<file path="config.mk">
export PLATFORM = sky130hd
export DESIGN_NAME = fpmm_mac
export DESIGN_NICKNAME = d
export VERILOG_FILES = /design/src/rtl/fpmm_pkg.sv /design/src/rtl/fpmm_mac.sv
export SDC_FILE = /design/constraint.sdc
export NUM_CORES = 1
export LEC_CHECK = 0
export BUFFER_PORTS_ARGS = -buffer_cell sky130_fd_sc_hd__buf_2
export CAP_MARGIN = 10
export CORE_MARGIN = 2
export CORE_UTILIZATION = 35
export CTS_CLUSTER_DIAMETER = 150
export DETAILED_ROUTE_END_ITERATION = 10
export GPL_ROUTABILITY_DRIVEN = 0
export PLACE_DENSITY = 0.52
export SETUP_SLACK_MARGIN = 0.2
export SYNTH_ARGS = -nofsm -noshare
export SYNTH_HDL_FRONTEND = slang
export SYNTH_SLANG_ARGS = --single-unit
export TNS_END_PERCENT = 50
</file>
<file path="constraint.sdc">
create_clock -name clk -period 3.24 [get_ports clk]
set_clock_uncertainty 0.2 [all_clocks]
set_input_delay 0.162 -clock clk [delete_from_list [all_inputs] [get_ports clk]]
set_output_delay 0.162 -clock clk [all_outputs]
set_load 0.02 [all_outputs]
</file>
<file path="src/rtl/fpmm_pkg.sv">
// Package for the fixed-point matrix multiply block: widths, codes and request/result types.
`default_nettype none

package fpmm_pkg;

    // Element format is signed Q8.8.
    localparam int DATA_WIDTH  = 16;
    localparam int FRAC_BITS   = 8;
    localparam int MAX_DIM_DEF = 16;

    // Index and register field widths are fixed by the request format.
    localparam int IDX_W  = 4;
    localparam int CFG_W  = 5;
    localparam int PADDR_W = 4;
    localparam int PDATA_W = 32;

    localparam logic [CFG_W-1:0] SIZE_RESET = CFG_W'(16);

    typedef enum logic [1:0] {
        KIND_WRITE_A = 2'd0,
        KIND_WRITE_B = 2'd1,
        KIND_PRODUCT = 2'd2,
        KIND_UNUSED  = 2'd3
    } kind_t;

    typedef enum logic [1:0] {
        REG_ROW_COUNT    = 2'd0,
        REG_INNER_LENGTH = 2'd1,
        REG_COL_COUNT    = 2'd2,
        REG_NONE         = 2'd3
    } reg_idx_t;

    typedef enum logic [1:0] {
        ST_IDLE  = 2'd0,
        ST_RUN   = 2'd1,
        ST_DRAIN = 2'd2
    } state_t;

    typedef struct packed {
        kind_t                         kind;
        logic [IDX_W-1:0]              row_index;
        logic [IDX_W-1:0]              col_index;
        logic signed [DATA_WIDTH-1:0]  element_value;
    } item_t;

    typedef struct packed {
        logic signed [DATA_WIDTH-1:0]  product_value;
        logic                          saturated;
        logic                          index_error;
    } result_t;

    // Control from the sequencer to the multiply-accumulate unit.
    typedef struct packed {
        logic clear;
        logic data_valid;
    } mac_ctrl_t;

    // Status from the multiply-accumulate unit back to the sequencer.
    typedef struct packed {
        logic busy;
        logic saturated;
    } mac_stat_t;

endpackage

`default_nettype wire

</file>
<file path="src/rtl/fpmm_mac.sv">
// Multiply-accumulate unit with the final floor shift and saturation.
`default_nettype none

module fpmm_mac #(
    parameter int MAX_DIM = 16
) (
    input  wire logic                              clk,
    input  wire logic                              rst_n,
    input  wire fpmm_pkg::mac_ctrl_t               ctrl,
    input  wire logic [fpmm_pkg::DATA_WIDTH-1:0]   a_data,
    input  wire logic [fpmm_pkg::DATA_WIDTH-1:0]   b_data,
    output      fpmm_pkg::mac_stat_t               stat,
    output      logic [fpmm_pkg::DATA_WIDTH-1:0]   value
);

    import fpmm_pkg::*;

    localparam int PROD_W = 2 * DATA_WIDTH;
    localparam int ACC_W  = PROD_W + $clog2(MAX_DIM) + 1;
    localparam int TW     = (ACC_W > 64) ? 64 : ACC_W;
    localparam logic signed [TW-1:0] SAT_TOP =
        TW'((longint'(1) <<< (DATA_WIDTH - 1)) - longint'(1));
    localparam logic signed [TW-1:0] SAT_BOT = -SAT_TOP - TW'(1);

    logic signed [PROD_W-1:0] prod_reg;
    logic                     prod_vld_reg;
    logic signed [ACC_W-1:0]  acc_reg;
    logic signed [ACC_W-1:0]  shifted;
    logic signed [TW-1:0]     trunc;
    logic                     over_top;
    logic                     under_bot;

    always_ff @(posedge clk or negedge rst_n)
    begin
        if (!rst_n)
        begin
            prod_vld_reg <= 1'b0;
        end
        else if (ctrl.clear)
        begin
            prod_vld_reg <= 1'b0;
        end
        else
        begin
            prod_vld_reg <= ctrl.data_valid;
        end
    end

    always_ff @(posedge clk)
    begin
        if (ctrl.data_valid)
        begin
            prod_reg <= signed'(a_data) * signed'(b_data);
        end
        if (ctrl.clear)
        begin
            acc_reg <= '0;
        end
        else if (prod_vld_reg)
        begin
            acc_reg <= acc_reg + ACC_W'(prod_reg);
        end
    end

    // Floor shift, then clip to the element range.
    always_comb
    begin
        shifted   = acc_reg >>> FRAC_BITS;
        trunc     = signed'(shifted[TW-1:0]);
        over_top  = trunc > SAT_TOP;
        under_bot = trunc < SAT_BOT;
        if (over_top)
        begin
            value = SAT_TOP[DATA_WIDTH-1:0];
        end
        else if (under_bot)
        begin
            value = SAT_BOT[DATA_WIDTH-1:0];
        end
        else
        begin
            value = trunc[DATA_WIDTH-1:0];
        end
        stat.busy      = prod_vld_reg;
        stat.saturated = over_top | under_bot;
    end

endmodule

`default_nettype wire

</file>
==> flow_summary.toml <==
[floorplanning]
die-area_um2 = 42600
initial_core_util_pct = 35.3
core_um2 = 40600
rows = 74
num_io_pins = 54
die_y_um = 206
die_x_um = 206

[timing]
drv_slew = 0
timing.fmax_mhz = 176
period_share_pct = 176
fin_tns_setup_ns = -49.28
fin_crit_ns = 5.69
maxSlewHeadroom_pct = 41.4
finalSetupViolCount = 26
fin_ws_ns = -2.45
finalHoldViolCount = 0
rsz0062_at_grt = "true"
worst_slew_pin_slew_ns = 0.879

[global_routing]
grt_start_max_net_pins = 44
grt_pass1_wl_um = 59900
antenna_found_initial = 0
track_usage_pct = 17.4
grt_pass1_vias = 11900
grt-ovfl-total = 0

[logic_synthesis]
synth.yosys.seq_area_share_pct = 12.0
netlist.top_cell.by_area = "fa_1"
synth_cells = 1571
synth_top_flop_cell = "dfxtp_1"
yosys.area.top_type_share_pct = 36.7
ys_async_sr_fraction_pct = 1.43
yosysWarnings = 0
synth-edff-count = 32
synth_cell_types = 79
synth-seq-cells = 70
synth_area_um2 = 14300
synth_area_leaders = "fa_1 37%, ha_1 10%, inv_1 8.3%"
avgSynthCellArea_um2 = 9.13
synth.net_count = 1988

[min_path]
worstHoldStart = "a_data[0]"
hp-class = "input port to flip-flop"
holdPathEnd = "prod_reg[0]"
hold_depth = 3

[layout]
nets = 2230
final_common_cell = "inv_1"
n_antenna_cell = 0
area_growth_syn_to_layout_pct = 27.9
seq_area_um2 = 1730
largest_reg_flops = 37
final_cell_area_um2 = 18400
fillers = 3908
mostFrequentLayoutCells = "284 x inv_1, 243 x fa_1, 183 x buf_4"
multi_input_area_um2 = 12000
drive_gt1_share_pct = 27.2

[setup_path]
reg2reg_from = "prod_reg[11]"
crit_chain = "buf_8 > buf_6 > and2_4 > fa_1 > inv_1 > fa_1 > fa_2 > fa_1 > inv_1 > fa_1 > inv_2 > fa_1 > inv_2 > ha_4 > nand2_2 > o211ai_1 > a221o_1 > or3b_4 > o21ai_4 > buf_4 > o21ai_2 > o21a_1 > nand3_2 > o311ai_2"
cp_slowest_cell = "fa_1"
cp_top_family = "adder cells"
path_buf_inv = 7
required_ns = 3.11
reg2reg_depth = 11
crit_top_cell = "fa_1"
r2r_end = "acc_reg[36]"
r2r_slack_ns = 0.10
worstPathArrival_ns = 5.56
slowest_delay_ns = 0.51
endpoint_kind = "flip-flop"
start_kind = "input port"
criticalPathCategory = "input port to flip-flop"
crit_fanout = 4

[place]
placed_area_um2 = 16800
numPortBuffers = 53
dp_hpwl_um = 29700

[cts]
numCtsBuffers = 9
clkTransAtPathRegs_ns = 0.06
cts_tree = "built"
clkLatencyLatePin_ns = 0.34
cts_num_sinks = 70
h-tree-depth = 3
clk_path_buf_depth = 2
cts-root-buf = "clkbuf_16"

[routing]
routed_wl_um = 35500
drcViolationCount = 0
dr.pass1.iters = 5
drtIter0Drc = 423
ant_nets = 0
vias = 11000
vias_per_cell = 4.70
routedWlPerCell_um = 15.1

[run_status]
violations = "setup timing"
status = "complete, but fails checks"

[run]
maxCapViolCount = 0
logic make-up (layout without fill, tap and decap cells):
group | Yosys count | count (layout) | synth area share (%)
AOI/OAI and AO/OA | 224 | 224 | 10.9
xor gates and xnor gates | 49 | 49 | 2.99
adders and majority gates | 381 | 381 | 47.0
buffers and inverters | 372 | 619 | 9.98
DFF | 70 | 70 | 12.0
muxes | 15 | 15 | 1.06
and+or+nand+nor | 460 | 460 | 16.1
Yosys cell counts (all sizes together) (4+ instances only):
cell type / instances
o21ai: 29
a21o: 34
ha: 118
o31ai: 6
nor3: 16
inv: 319
dfxtp: 37
a211o: 4
a21oi: 56
nand4: 6
and2: 128
nand3b: 4
edfxtp: 32
a211oi: 11
xnor2: 36
nor4: 4
buf: 10
nand2b: 11
o21bai: 10
mux2i: 14
nand2: 161
clkbuf: 43
xor2: 13
nor2: 72
a31oi: 7
fa: 263
nand3: 17
o21a: 31
and3: 8
or3: 9
nor2b: 13
worst min-delay path, stage by stage:
cell	delay (ns)
buf_2	0.14
buf_6	0.17
and2_1	0.13
cell type report:
| cell class | count | share of cell area [%] |
|---|---|---|
| inverter | 319 | 6.52 |
| clock inverter | 6 | 0.375 |
| multi-input combinational | 1129 | 65.4 |
| sequential | 70 | 9.41 |
| tap | 532 | 3.63 |
| clock buffer | 10 | 1.30 |
| timing repair buffer | 284 | 13.4 |
stage by stage:
step | setup slack, ns | cells | hold slack, ns | util, %
5_1_grt | -2.59 | 2350 | 0.199 | 45.2
4_1_cts | -2.40 | 2336 | 0.181 | 43.8
6_report | -2.45 | 2350 | 0.178 | 45.2
2_1_floorplan | -2.68 | 1571 | -0.334 | -
3_5_place_dp | -3.01 | 2303 | -0.263 | 41.3
3_3_place_gp | -2.99 | 2303 | -0.262 | 41.3
metal layers:
layer | track usage, % | vias up | share of wire (%)
li1 | - | 5433 | -
met4 | 2.68 | 0 | 0.92
met1 | 24.3 | 5457 | 49
met5 | 0 | - | 0
met2 | 29.7 | 124 | 47
met3 | 1.50 | 23 | 2.6
how the worst max path moves through the flow:
stage / cells after the start / start / to
3_3_place_gp: 21 / b_data[6] / prod_reg[28]
3_5_place_dp: 21 / b_data[6] / prod_reg[30]
6_report: 24 / a_data[7] / prod_reg[26]
2_1_floorplan: 22 / b_data[6] / prod_reg[30]
4_1_cts: 23 / a_data[7] / prod_reg[30]
5_1_grt: 24 / a_data[7] / prod_reg[26]
what timing repair did:
| action | CTS | global route |
|---|---|---|
| cloned | 1 | 1 |
| hold endpoints to repair | 1 | 0 |
| pin swaps | 109 | 87 |
| gates resized for setup | 139 | 124 |
| hold buffers | 2 | 0 |
| setup endpoints to repair | 43 | 43 |
| setup buffers | 14 | 13 |
Power is left out: the tool's default activity adds up to more than one toggle a clock period on the data nets, which glitch-free logic cannot reach.
